--- src/rtl/bdq_pkg.sv ---
// bdq_pkg: command and status codes, field widths and the result struct
// of the bounded deque; used by the interfaces and every module but bdq_ram
`timescale 1ns / 1ps

package bdq_pkg;

	// fixed widths of the channel fields
	localparam int CMD_W   = 3;
	localparam int ST_W    = 2;
	localparam int CNT_W   = 4;
	localparam int FIELD_W = 64;

	localparam logic [CNT_W-1:0] CNT_ONE   = CNT_W'(1);
	localparam logic [CNT_W-1:0] CAP_RESET = CNT_W'(4);

	// command codes
	localparam logic [CMD_W-1:0] CMD_PUSH_BACK  = 3'd0;
	localparam logic [CMD_W-1:0] CMD_POP_FRONT  = 3'd1;
	localparam logic [CMD_W-1:0] CMD_PUSH_FRONT = 3'd2;
	localparam logic [CMD_W-1:0] CMD_POP_BACK   = 3'd3;
	localparam logic [CMD_W-1:0] CMD_INS_AFTER  = 3'd4;
	localparam logic [CMD_W-1:0] CMD_DEL_AFTER  = 3'd5;

	// status codes
	localparam logic [ST_W-1:0] STAT_OK       = 2'd0;
	localparam logic [ST_W-1:0] STAT_FULL     = 2'd1;
	localparam logic [ST_W-1:0] STAT_EMPTY    = 2'd2;
	localparam logic [ST_W-1:0] STAT_NOTFOUND = 2'd3;

	// one result beat handed from the sequencer to the output register
	typedef struct packed {
		logic [ST_W-1:0]    status;
		logic [FIELD_W-1:0] removed_key;
		logic [CNT_W-1:0]   entry_count;
	} res_t;

endpackage

--- src/rtl/bdq_ifs.sv ---
// bdq_req_if and bdq_rsp_if: valid/ready channels of the deque
// depends on bdq_pkg for field widths
`timescale 1ns / 1ps

interface bdq_req_if import bdq_pkg::*; ();
	logic               valid;
	logic               ready;
	logic [CMD_W-1:0]   command;
	logic [FIELD_W-1:0] value;
	logic [FIELD_W-1:0] target;

	modport source (output valid, command, value, target, input ready);
	modport sink (input valid, command, value, target, output ready);
endinterface

interface bdq_rsp_if import bdq_pkg::*; ();
	logic               valid;
	logic               ready;
	logic [ST_W-1:0]    status;
	logic [FIELD_W-1:0] removed_key;
	logic [CNT_W-1:0]   entry_count;

	modport source (output valid, status, removed_key, entry_count, input ready);
	modport sink (input valid, status, removed_key, entry_count, output ready);
endinterface

--- src/rtl/bdq_ram.sv ---
// bdq_ram: key store of the deque, one write and one registered read per cycle
// standalone, no package use
`timescale 1ns / 1ps

module bdq_ram #(
	parameter int DEPTH    = 8,
	parameter int KEY_BITS = 64,
	localparam int IW      = $clog2(DEPTH)
) (
	input  logic                clk,
	input  logic                we,
	input  logic [IW-1:0]       addr,
	input  logic [KEY_BITS-1:0] wdata,
	output logic [KEY_BITS-1:0] rdata
);

	logic [KEY_BITS-1:0] mem [DEPTH];
	logic [KEY_BITS-1:0] rd_q;

	// write port and registered read port share the address
	always_ff @(posedge clk) begin
		if (we) begin
			mem[addr] <= wdata;
		end
		rd_q <= mem[addr];
	end

	assign rdata = rd_q;

endmodule

--- src/rtl/bdq_seq.sv ---
// bdq_seq: command sequencer with one slot address adder and one key comparator
// depends on bdq_pkg; drives the key store in bdq_ram
`timescale 1ns / 1ps

module bdq_seq import bdq_pkg::*; #(
	parameter int DEPTH    = 8,
	parameter int KEY_BITS = 64,
	localparam int IW      = $clog2(DEPTH)
) (
	input  logic                clk,
	input  logic                arst_n,
	input  logic [CNT_W-1:0]    cap,
	input  logic                item_valid,
	output logic                item_ready,
	input  logic [CMD_W-1:0]    command,
	input  logic [FIELD_W-1:0]  value,
	input  logic [FIELD_W-1:0]  target,
	output logic                res_valid,
	input  logic                res_ready,
	output res_t                res,
	output logic                ram_we,
	output logic [IW-1:0]       ram_addr,
	output logic [KEY_BITS-1:0] ram_wdata,
	input  logic [KEY_BITS-1:0] ram_rdata
);

	localparam int SW = ((IW > CNT_W) ? IW : CNT_W) + 1;

	localparam logic [3:0] S_IDLE     = 4'd0;
	localparam logic [3:0] S_DECODE   = 4'd1;
	localparam logic [3:0] S_SRCH_RD  = 4'd2;
	localparam logic [3:0] S_SRCH_CMP = 4'd3;
	localparam logic [3:0] S_POP_RD   = 4'd4;
	localparam logic [3:0] S_POP_CAP  = 4'd5;
	localparam logic [3:0] S_INS_RD   = 4'd6;
	localparam logic [3:0] S_INS_WR   = 4'd7;
	localparam logic [3:0] S_INS_FIN  = 4'd8;
	localparam logic [3:0] S_DEL_RD   = 4'd9;
	localparam logic [3:0] S_DEL_WR   = 4'd10;
	localparam logic [3:0] S_DONE     = 4'd11;

	logic [3:0]          state_q, state_d;
	logic [IW-1:0]       head_q, head_d;
	logic [CNT_W-1:0]    count_q, count_d;
	logic [CNT_W-1:0]    pos_q, pos_d;
	logic [CNT_W-1:0]    mark_q, mark_d;
	logic [ST_W-1:0]     status_q, status_d;
	logic [KEY_BITS-1:0] removed_q, removed_d;
	logic [CMD_W-1:0]    cmd_q;
	logic [KEY_BITS-1:0] val_q;
	logic [KEY_BITS-1:0] tgt_q;

	logic                accept;
	logic [CNT_W-1:0]    limit;
	logic                full;
	logic                empty;
	logic [CNT_W-1:0]    pos_nx;
	logic [IW-1:0]       head_inc;
	logic [IW-1:0]       head_dec;
	logic [CNT_W-1:0]    apos;
	logic [SW-1:0]       sum;
	logic [IW-1:0]       slot;
	logic                hit;
	logic                use_head_dec;

	assign item_ready = (state_q == S_IDLE);
	assign accept     = item_valid && item_ready;

	// effective limit saturates at the store depth
	assign limit = (int'(cap) > DEPTH) ? CNT_W'(DEPTH) : cap;
	assign full  = (count_q >= limit);
	assign empty = (count_q == '0);

	assign pos_nx   = pos_q + CNT_ONE;
	assign head_inc = (head_q == IW'(DEPTH - 1)) ? '0 : head_q + IW'(1);
	assign head_dec = (head_q == '0) ? IW'(DEPTH - 1) : head_q - IW'(1);

	// shared slot adder: position relative to head, wrapped once
	always_comb begin
		apos = pos_q;
		if (state_q == S_DECODE) begin
			apos = count_q;
		end else if (state_q == S_INS_RD || state_q == S_DEL_WR) begin
			apos = pos_q - CNT_ONE;
		end
	end

	assign sum  = SW'(head_q) + SW'(apos);
	assign slot = (sum >= SW'(DEPTH)) ? IW'(sum - SW'(DEPTH)) : IW'(sum);

	assign use_head_dec = (state_q == S_DECODE) && (cmd_q == CMD_PUSH_FRONT);
	assign ram_addr     = use_head_dec ? head_dec : slot;

	// shared key comparator
	assign hit = (ram_rdata == tgt_q);

	// sequencer next state and datapath updates
	always_comb begin
		state_d   = state_q;
		head_d    = head_q;
		count_d   = count_q;
		pos_d     = pos_q;
		mark_d    = mark_q;
		status_d  = status_q;
		removed_d = removed_q;
		ram_we    = 1'b0;
		ram_wdata = val_q;
		unique case (state_q)
			S_IDLE: begin
				if (accept) begin
					status_d  = STAT_OK;
					removed_d = '0;
					state_d   = S_DECODE;
				end
			end
			S_DECODE: begin
				state_d = S_DONE;
				case (cmd_q)
					CMD_PUSH_BACK, CMD_PUSH_FRONT: begin
						if (full) begin
							status_d = STAT_FULL;
						end else begin
							ram_we  = 1'b1;
							count_d = count_q + CNT_ONE;
							if (cmd_q == CMD_PUSH_FRONT) begin
								head_d = head_dec;
							end
						end
					end
					CMD_POP_FRONT, CMD_POP_BACK: begin
						if (empty) begin
							status_d = STAT_EMPTY;
						end else begin
							pos_d   = (cmd_q == CMD_POP_BACK) ? count_q - CNT_ONE : '0;
							state_d = S_POP_RD;
						end
					end
					CMD_INS_AFTER: begin
						if (empty) begin
							status_d = STAT_EMPTY;
						end else if (full) begin
							status_d = STAT_FULL;
						end else begin
							pos_d   = '0;
							state_d = S_SRCH_RD;
						end
					end
					CMD_DEL_AFTER: begin
						if (empty) begin
							status_d = STAT_EMPTY;
						end else begin
							pos_d   = '0;
							state_d = S_SRCH_RD;
						end
					end
					default: begin
					end
				endcase
			end
			S_SRCH_RD: begin
				state_d = S_SRCH_CMP;
			end
			S_SRCH_CMP: begin
				if (hit && cmd_q == CMD_INS_AFTER) begin
					mark_d = pos_nx;
					if (count_q > pos_nx) begin
						pos_d   = count_q;
						state_d = S_INS_RD;
					end else begin
						pos_d   = pos_nx;
						state_d = S_INS_FIN;
					end
				end else if (pos_nx >= count_q) begin
					// match is the last entry for delete, or no match at all
					status_d = STAT_NOTFOUND;
					state_d  = S_DONE;
				end else if (hit) begin
					pos_d   = pos_nx;
					state_d = S_POP_RD;
				end else begin
					pos_d   = pos_nx;
					state_d = S_SRCH_RD;
				end
			end
			S_INS_RD: begin
				state_d = S_INS_WR;
			end
			S_INS_WR: begin
				ram_we    = 1'b1;
				ram_wdata = ram_rdata;
				pos_d     = pos_q - CNT_ONE;
				state_d   = (pos_q - CNT_ONE == mark_q) ? S_INS_FIN : S_INS_RD;
			end
			S_INS_FIN: begin
				ram_we  = 1'b1;
				count_d = count_q + CNT_ONE;
				state_d = S_DONE;
			end
			S_POP_RD: begin
				state_d = S_POP_CAP;
			end
			S_POP_CAP: begin
				removed_d = ram_rdata;
				state_d   = S_DONE;
				if (cmd_q == CMD_DEL_AFTER && pos_nx < count_q) begin
					pos_d   = pos_nx;
					state_d = S_DEL_RD;
				end else begin
					count_d = count_q - CNT_ONE;
					if (cmd_q == CMD_POP_FRONT) begin
						head_d = head_inc;
					end
				end
			end
			S_DEL_RD: begin
				state_d = S_DEL_WR;
			end
			S_DEL_WR: begin
				ram_we    = 1'b1;
				ram_wdata = ram_rdata;
				if (pos_nx < count_q) begin
					pos_d   = pos_nx;
					state_d = S_DEL_RD;
				end else begin
					count_d = count_q - CNT_ONE;
					state_d = S_DONE;
				end
			end
			S_DONE: begin
				if (res_ready) begin
					state_d = S_IDLE;
				end
			end
			default: begin
				state_d = S_IDLE;
			end
		endcase
	end

	// control state
	always_ff @(posedge clk or negedge arst_n) begin
		if (!arst_n) begin
			state_q <= S_IDLE;
			head_q  <= '0;
			count_q <= '0;
		end else begin
			state_q <= state_d;
			head_q  <= head_d;
			count_q <= count_d;
		end
	end

	// payload registers
	always_ff @(posedge clk) begin
		pos_q     <= pos_d;
		mark_q    <= mark_d;
		status_q  <= status_d;
		removed_q <= removed_d;
		if (accept) begin
			cmd_q <= command;
			val_q <= value[KEY_BITS-1:0];
			tgt_q <= target[KEY_BITS-1:0];
		end
	end

	assign res_valid       = (state_q == S_DONE);
	assign res.status      = status_q;
	assign res.removed_key = FIELD_W'(removed_q);
	assign res.entry_count = count_q;

endmodule

--- src/rtl/bounded_deque_with_keyed_insert_top.sv ---
// bounded deque with keyed insert, top level
// depends on bdq_pkg, bdq_ifs, bdq_ram and bdq_seq
`timescale 1ns / 1ps

// Usage:
// req carries one command beat (command, value, target); rsp returns exactly
// one result beat per command (status, removed_key, entry_count), in order.
// cfg_we / cfg_wdata write the capacity register; write it only while idle.
// One command is processed at a time; req.ready is high only while the
// sequencer is idle. Push back / push front write the key directly; pop
// front / pop back read the end entry and capture it. Insert after searches
// from the front for target, shifts the later entries back and writes value
// after the match; delete after searches, removes the entry after the match
// and shifts the later ones forward. The search and shifts go one entry at a
// time through the single key store port and its registered read.
// An output register holds the finished result, so the next command is
// accepted while rsp is stalled; a second result waits until it is taken.
// Reset empties the deque, sets capacity to 4 and drops any pending result.
// The key store itself is not cleared; only data read from live entries is used.

module bounded_deque_with_keyed_insert_top import bdq_pkg::*; #(
	parameter int DEPTH    = 8,
	parameter int KEY_BITS = 64
) (
	input  logic             clk,
	input  logic             arst_n,
	input  logic             cfg_we,
	input  logic [CNT_W-1:0] cfg_wdata,
	bdq_req_if.sink          req,
	bdq_rsp_if.source        rsp
);

	localparam int IW = $clog2(DEPTH);

	logic [CNT_W-1:0]    cap_q;
	logic                res_valid;
	logic                res_ready;
	res_t                res;
	res_t                out_q;
	logic                out_valid_q;
	logic                ram_we;
	logic [IW-1:0]       ram_addr;
	logic [KEY_BITS-1:0] ram_wdata;
	logic [KEY_BITS-1:0] ram_rdata;

	// capacity register
	always_ff @(posedge clk or negedge arst_n) begin
		if (!arst_n) begin
			cap_q <= CAP_RESET;
		end else if (cfg_we) begin
			cap_q <= cfg_wdata;
		end
	end

	bdq_seq #(
		.DEPTH    (DEPTH),
		.KEY_BITS (KEY_BITS)
	) u_seq (
		.clk        (clk),
		.arst_n     (arst_n),
		.cap        (cap_q),
		.item_valid (req.valid),
		.item_ready (req.ready),
		.command    (req.command),
		.value      (req.value),
		.target     (req.target),
		.res_valid  (res_valid),
		.res_ready  (res_ready),
		.res        (res),
		.ram_we     (ram_we),
		.ram_addr   (ram_addr),
		.ram_wdata  (ram_wdata),
		.ram_rdata  (ram_rdata)
	);

	bdq_ram #(
		.DEPTH    (DEPTH),
		.KEY_BITS (KEY_BITS)
	) u_ram (
		.clk   (clk),
		.we    (ram_we),
		.addr  (ram_addr),
		.wdata (ram_wdata),
		.rdata (ram_rdata)
	);

	// output register between sequencer and rsp channel
	assign res_ready = !out_valid_q || rsp.ready;

	always_ff @(posedge clk or negedge arst_n) begin
		if (!arst_n) begin
			out_valid_q <= 1'b0;
		end else if (res_valid && res_ready) begin
			out_valid_q <= 1'b1;
		end else if (rsp.ready) begin
			out_valid_q <= 1'b0;
		end
	end

	always_ff @(posedge clk) begin
		if (res_valid && res_ready) begin
			out_q <= res;
		end
	end

	assign rsp.valid       = out_valid_q;
	assign rsp.status      = out_q.status;
	assign rsp.removed_key = out_q.removed_key;
	assign rsp.entry_count = out_q.entry_count;

endmodule

--- src/flat_wrapper.sv ---
// flat-port wrapper written by rule: the top's interface ports become plain ports
module bounded_deque_with_keyed_insert_top_flat import bdq_pkg::*;
#(
	parameter int DEPTH    = 8,
	parameter int KEY_BITS = 64
)
  (clk, arst_n, cfg_we, cfg_wdata, req_valid, req_command, req_value, req_target, req_ready, rsp_valid, rsp_status, rsp_removed_key, rsp_entry_count, rsp_ready);
  bdq_req_if req_i ();
  bdq_rsp_if rsp_i ();
  input  logic clk;
  input  logic arst_n;
  input  logic cfg_we;
  input  logic [CNT_W-1:0] cfg_wdata;
  input wire logic [$bits(req_i.valid)-1:0] req_valid;
  input wire logic [$bits(req_i.command)-1:0] req_command;
  input wire logic [$bits(req_i.value)-1:0] req_value;
  input wire logic [$bits(req_i.target)-1:0] req_target;
  output wire logic [$bits(req_i.ready)-1:0] req_ready;
  output wire logic [$bits(rsp_i.valid)-1:0] rsp_valid;
  output wire logic [$bits(rsp_i.status)-1:0] rsp_status;
  output wire logic [$bits(rsp_i.removed_key)-1:0] rsp_removed_key;
  output wire logic [$bits(rsp_i.entry_count)-1:0] rsp_entry_count;
  input wire logic [$bits(rsp_i.ready)-1:0] rsp_ready;
  assign req_i.valid = req_valid;
  assign req_i.command = req_command;
  assign req_i.value = req_value;
  assign req_i.target = req_target;
  assign req_ready = req_i.ready;
  assign rsp_valid = rsp_i.valid;
  assign rsp_status = rsp_i.status;
  assign rsp_removed_key = rsp_i.removed_key;
  assign rsp_entry_count = rsp_i.entry_count;
  assign rsp_i.ready = rsp_ready;
  bounded_deque_with_keyed_insert_top #(.DEPTH(DEPTH), .KEY_BITS(KEY_BITS)) u_core (.clk(clk), .arst_n(arst_n), .cfg_we(cfg_we), .cfg_wdata(cfg_wdata), .req(req_i), .rsp(rsp_i));
endmodule
--- config.mk ---
export PLATFORM = sky130hd
export DESIGN_NAME = bounded_deque_with_keyed_insert_top_flat
export DESIGN_NICKNAME = d
export VERILOG_FILES = /design/src/rtl/bdq_pkg.sv /design/src/rtl/bdq_ifs.sv /design/src/rtl/bdq_ram.sv /design/src/rtl/bdq_seq.sv /design/src/rtl/bounded_deque_with_keyed_insert_top.sv /design/src/flat_wrapper.sv
export SDC_FILE = /design/constraint.sdc
export NUM_CORES = 1
export LEC_CHECK = 0
export BUFFER_PORTS_ARGS = -buffer_cell sky130_fd_sc_hd__buf_2
export CAP_MARGIN = 0
export CORE_UTILIZATION = 30
export CTS_BUF_LIST = sky130_fd_sc_hd__clkbuf_8
export CTS_CLUSTER_SIZE = 14
export DETAILED_ROUTE_END_ITERATION = 6
export GPL_ROUTABILITY_DRIVEN = 0
export MAX_ROUTING_LAYER = met4
export PLACE_DENSITY = 0.55
export SLEW_MARGIN = 20
export SYNTH_ARGS = -nofsm -noshare
export SYNTH_HDL_FRONTEND = slang
export SYNTH_SLANG_ARGS = --single-unit
--- constraint.sdc ---
create_clock -name clk -period 9.5 [get_ports clk]
set_input_delay 0.95 -clock clk [delete_from_list [all_inputs] [get_ports clk]]
set_output_delay 0.95 -clock clk [all_outputs]
set_load 0.02 [all_outputs]
==> reports/results.ini, run 1 <==
[grt]
grt_max_degree=135
grt_antenna_before_repair=7
grt_pass1_wl_mm=119.2
first_global_vias=17436
gr-usage-all-layers_pct=15.24
grt_overflow=0

[sta]
whs_ns=0.06425
max-slew-margin-rel_pct=28.08
period_minus_slack_ns=5.941
setup_ws_ns=3.559
hold_viol_final=0
fin_worst_skew_ns=0.04463
setup_viol=0
slew_viol_final=0
period_share_pct=62.54
max_clock_freq_mhz=168.3
worstMarginPinSlew_ns=1.079
rsz0062_at_grt=no
setup_tns_ns=0

[synth]
yosys.area.top_type=edfxtp_1
yosysWarnings=0
synth_top_cells_by_area=edfxtp_1, mux4_2, dfxtp_1
synth_seq_cells=867
async_flop_share_pct=1.845
synth_top_area_share_pct=71.53
synthesis.nets=1818
ys_types=77
syn_inst=1660
yosysMostFrequentCell=edfxtp_1
synthTopCellsByCount=edfxtp_1, xnor2_1, mux2_2, mux4_2, and2_1
ys.flop_type=edfxtp_1
syn_area_per_cell_um2=19.90
synth-edff-count=787
synth_area_um2=33040
ys_seq_area_share_pct=76.63

[worst_setup_path]
cp_num_buf_inv=3
crit_path_end_kind=register
required_ns=9.96
critPathKind=register to register
path_common_cell=nor3_1
critPathTopFamily=simple AND/OR/NAND/NOR gates
cp_max_fo=40
crit_path_max_incr_delay_ns=0.83
arrival_ns=6.40
slowest_stage=and3_4
cp_cell_sequence=nor4b_4 -> nand2_1 -> o21ai_0 -> ha_1 -> inv_1 -> fa_1 -> xnor2_1 -> nor3_1 -> nor3_1 -> o22a_4 -> buf_4 -> and3_4 -> buf_12
setup.worst_path.start_class=register

[clocking]
clockRootBuffer=clkbuf_8
cts_buffers=141
clk_path_buf_depth=3
h-tree-depth=4
tritoncts=yes
ctsResizeCount=0
cts_setup_buffers=0
cts.clk_slew.worst_paths_ns=0.07
cts-hold-fix-buffers=0
clock_sinks=867
clkLatencyLatePin_ns=0.81

[route]
drt-pass1-iter-count=7
drt_wl_total_mm=82.82
drc=7
drtIter0Drc=1747
num_vias=16771
wl_per_cell_um=23.66
ant_nets=0
routed_via_density=4.792

[final_layout]
layout-drive-gt1-share_pct=30.71
final_nets=2124
area_growth_pct=16.91
final_cell_area_um2=38620

[floorplan]
dieArea_um2=111500
num_io_pins=212
start_util_pct=30.31
fp.coreArea_um2=109000
die_w_um=333.8
rows=121
die_h_um=333.8

[placed_design]
pre_cts_slack_ns=3.554
placed_area_um2=35770
io_buffers=211
dp_hpwl_mm=50.77

[status]
violations=design-rule violations
status=finished with violations

[worst_hold_path]
min_path_type=input port to async pin

[flow_run]
drv_cap=0

-- path summary, 6_finish.rpt --
| check | end | start | depth (start not counted) | slack (ns) |
|---|---|---|---|---|
| min reg2reg | u_core.rsp.removed_key[41] | u_core.u_seq.removed_q[41] | 0 | 0.42 |
| min | u_core.u_seq.count_q[0] | arst_n | 1 | 0.06 |
| max | u_core.u_ram.mem[7][13] | u_core.u_seq.state_q[0] | 13 | 3.56 |
| min in group clk | u_core.u_seq.cmd_q[2] | req_command[2] | 1 | 0.32 |
| max in group asynchronous | u_core.cap_q[2] | arst_n | 1 | 9.10 |
| max reg2reg | u_core.u_ram.mem[7][13] | u_core.u_seq.state_q[0] | 13 | 3.56 |
-- through the flow --
step	instances	utilization, %
after floorplan	1660	-
after global placement	3235	32.79
after detailed placement	3236	32.82
after CTS	3497	35.39
after global routing	3500	35.43
final	3500	35.43
-- flip-flops by register name, indices dropped and copies added, names as in the netlist, 4 cells and up --
signal and count:
u_core.cap_q 4, u_core.rsp.entry_count 4, u_core.rsp.removed_key 64, u_core.u_ram.mem 512, u_core.u_ram.rdata 64, u_core.u_seq.count_q 4, u_core.u_seq.mark_q 4, u_core.u_seq.pos_q 4
u_core.u_seq.removed_q 64, u_core.u_seq.state_q 4, u_core.u_seq.tgt_q 64, u_core.u_seq.val_q 64
-- logic make-up after synthesis --
kind of cell	count (synthesis)	share of synthesized area, %
compound gates	135	3.280
xor+xnor	82	2.174
fa+ha+maj	18	0.7044
buf+inv	94	1.504
flops	867	76.63
mux	266	12.18
simple gates	198	3.526
-- placed cells by master (no fill, tap or decap), types with 29 or more instances in the layout --
cell | synthesis | routed
and2_1 | 67 | 66
a222oi_1 | 50 | 50
mux2_1 | 51 | 51
nand2_1 | 29 | 29
mux2_2 | 72 | 72
clkbuf_8 | 0 | 156
mux2_4 | 37 | 37
inv_1 | 17 | 71
dfxtp_1 | 64 | 64
mux4_2 | 72 | 72
buf_2 | 33 | 211
edfxtp_1 | 787 | 787
xnor2_1 | 80 | 78
-- cell type report --
type,count,area (um2)
clock inverters,105,655.6
repair buffers,240,1323
flip-flops and latches,867,25320
diodes,2,5.005
clock buffers,156,2147
well taps,1414,1769
inverters,17,63.81
fillers,10236,70380
multi-input cells,699,7343
-- routing by layer --
layer  wire length, um  GRT usage (%)  vias to the layer above
met5                 0              -                        -
met4              1705          4.782                        0
met3              6953          4.291                      135
met2             36400          21.56                      718
met1             37760          21.09                     8585
li1                  -              -                     7333
Power of run 1 is not shown: default switching activity piles up to over one toggle a cycle in this logic, so the estimate is an artifact.
==> run 2, diff against run 1 <==
--- a/config.mk
+++ b/config.mk
@@ -13,7 +13,7 @@
 export DETAILED_ROUTE_END_ITERATION = 6
 export GPL_ROUTABILITY_DRIVEN = 0
 export MAX_ROUTING_LAYER = met4
-export PLACE_DENSITY = 0.55
+export PLACE_DENSITY = 0.57
 export SLEW_MARGIN = 20
 export SYNTH_ARGS = -nofsm -noshare
 export SYNTH_HDL_FRONTEND = slang
==> constraint.sdc (replaced) <==
create_clock -name clk -period 5.4 [get_ports clk]
set_input_delay 0.54 -clock clk [delete_from_list [all_inputs] [get_ports clk]]
set_output_delay 0.54 -clock clk [all_outputs]
set_load 0.02 [all_outputs]
==> reports/results.ini, run 2 (synthesis results as in run 1) <==
[status]
status=finished with violations
violations=design-rule violations

[power]
p_leak_nw=13.66
p_comb_share_pct=43.7
power.density_nw_per_um2=751.0
intPower_mw=19.34
clock_power_share_pct=19.4
max-vdd-ir-drop_mv=0.9169
swShare_pct=36.21
p_switching_mw=10.97
power.total_mw=30.31
seqPwrFrac_pct=36.8

[floorplan]
die_w_um=333.8  ; unchanged
num_io_pins=212  ; unchanged
die_h_um=333.8  ; unchanged
start_util_pct=30.31  ; unchanged
fp.coreArea_um2=109000  ; unchanged
rows=121  ; unchanged
dieArea_um2=111500  ; unchanged

[worst_setup_path]
setup.worst_path.start_class=register
arrival_ns=5.12  ; -1.28 ns
critPathKind=register to register
required_ns=6.07  ; -3.89 ns
cp_max_fo=39  ; -2.5%
crit_path_end_kind=register

[sta]
max-slew-margin-rel_pct=23.05  ; -5.0 points
max_clock_freq_mhz=224.8  ; +34%
rsz0062_at_grt=no
hold_viol_final=0  ; unchanged
period_share_pct=82.37  ; +20 points
period_minus_slack_ns=4.448  ; -1.494 ns
slew_viol_final=0  ; unchanged
fin_worst_skew_ns=0.04108  ; -0.003555 ns
setup_viol=0  ; unchanged
setup_ws_ns=0.9522  ; -2.606 ns
worstMarginPinSlew_ns=1.144  ; +0.06489 ns

[route]
drc=9  ; +2
routed_via_density=4.870  ; +1.6%
wl_per_cell_um=23.47  ; -0.82%
drt_wl_total_mm=85.66  ; +3.4%
ant_nets=0  ; unchanged
drt-pass1-iter-count=7  ; unchanged
drtIter0Drc=1958  ; +12%
num_vias=17776  ; +6.0%

[grt]
grt_pass1_wl_mm=123.8  ; +3.8%
grt_overflow=0  ; unchanged
first_global_vias=18223  ; +4.5%
grt_max_degree=123  ; -8.9%
grt_antenna_before_repair=8  ; +1
gr-usage-all-layers_pct=15.76  ; +0.52 points

[worst_hold_path]
min_path_type=input port to register

[clocking]
clockRootBuffer=clkbuf_8
tritoncts=yes
clkLatencyLatePin_ns=0.81  ; about the same
clock_sinks=867  ; unchanged
h-tree-depth=4  ; unchanged
cts.clk_slew.worst_paths_ns=0.06  ; about the same
clk_path_buf_depth=3  ; unchanged
cts_buffers=144  ; +2.1%
ctsResizeCount=0  ; unchanged

[flow_run]
drv_cap=0  ; unchanged

[final_layout]
final_nets=2270  ; +6.9%
fillers=10059  ; -1.7%
mostFrequentLayoutCells=edfxtp_1, buf_2, clkbuf_8
area_growth_pct=22.18
final_common_cell=edfxtp_1
largest_register_ffs=512  ; unchanged
top_register=u_core.u_ram.mem
final_cell_area_um2=40360  ; +4.5%
layout-drive-gt1-share_pct=28.99  ; -1.7 points

[placed_design]
dp_hpwl_mm=51.88  ; +2.2%
placed_area_um2=36020  ; +0.69%
io_buffers=211  ; unchanged
pre_cts_slack_ns=0.9900  ; -2.564 ns

[run 2: layer usage]
layer / global-route usage, % / routed length (um)
met5: - / 0
met4: 4.782 / 1485
met3: 2.656 / 6345
met2: 22.82 / 38090
met1: 22.57 / 39740
[run 2: path summary, 6_finish.rpt]
path / endpoint / from / cells past startpoint / slack [ns]
setup / recovery: u_core.u_ram.rdata[0] / u_core.u_seq.state_q[1] / 13 / 0.95
hold / removal: u_core.cap_q[2] / cfg_we / 2 / 0.08
setup reg to reg: u_core.u_ram.rdata[0] / u_core.u_seq.state_q[1] / 13 / 0.95
hold reg to reg: u_core.rsp.removed_key[47] / u_core.u_seq.removed_q[47] / 0 / 0.41
max in group asynchronous: u_core.cap_q[2] / arst_n / 2 / 4.86
min in group asynchronous: u_core.u_seq.state_q[3] / arst_n / 2 / 0.20
[run 2: power groups by stage]
stage	clock [mW]	combinational, mW	sequential, mW
final	5.89	13.3	11.2
after global routing	6.33	14.3	11.3
after CTS	6.04	13.4	11.2
after detailed placement	0	13.3	11.3
after global placement	0	13.0	11.2
after floorplan	0	9.91	10.8
[run 2: critical path, cell delays in order, from the launching register on]
cell and delay (ns):
dfrtp_1 0.82, nand2b_1 0.20, nor2_1 0.25, xnor2_1 0.10, o21ai_0 0.19, ha_1 0.18
inv_1 0.05, fa_1 0.40, xnor2_1 0.31, nor3_1 0.08, nor3_1 0.27, o22a_4 0.30
buf_4 0.74, mux2_1 0.40
[run 2: area by class of cell]
class	instances	area (um2)	area share, %
clock inverter	107	754.5	1.869
timing repair buffer	383	2903	7.192
clock buffer	159	2188	5.422
multi-input combinational	699	7360	18.23
antenna	4	10.01	0.02480
sequential	867	25320	62.72
tap	1414	1769	4.383
inverter	17	63.81	0.1581
[run 2: repair_timing]
action                    in CTS  in global routing
hold buffers                 137                  0
buffers inserted               0                  0
hold endpoints to repair     151                  0
[run 2: metrics by stage]
step / hold slack, ns / std cells / setup TNS [ns] / utilization [%]
global route: 0.05138 / 3647 / 0 / 37.02
CTS: 0.003281 / 3645 / 0 / 37.00
global placement: 0.4018 / 3242 / 0 / 33.04
floorplan: 0.2444 / 1660 / -155.35 / -
finish: 0.07752 / 3650 / 0 / 37.03
detailed placement: 0.4045 / 3242 / 0 / 33.04
No activity file was read; power rests on OpenSTA's default activity.
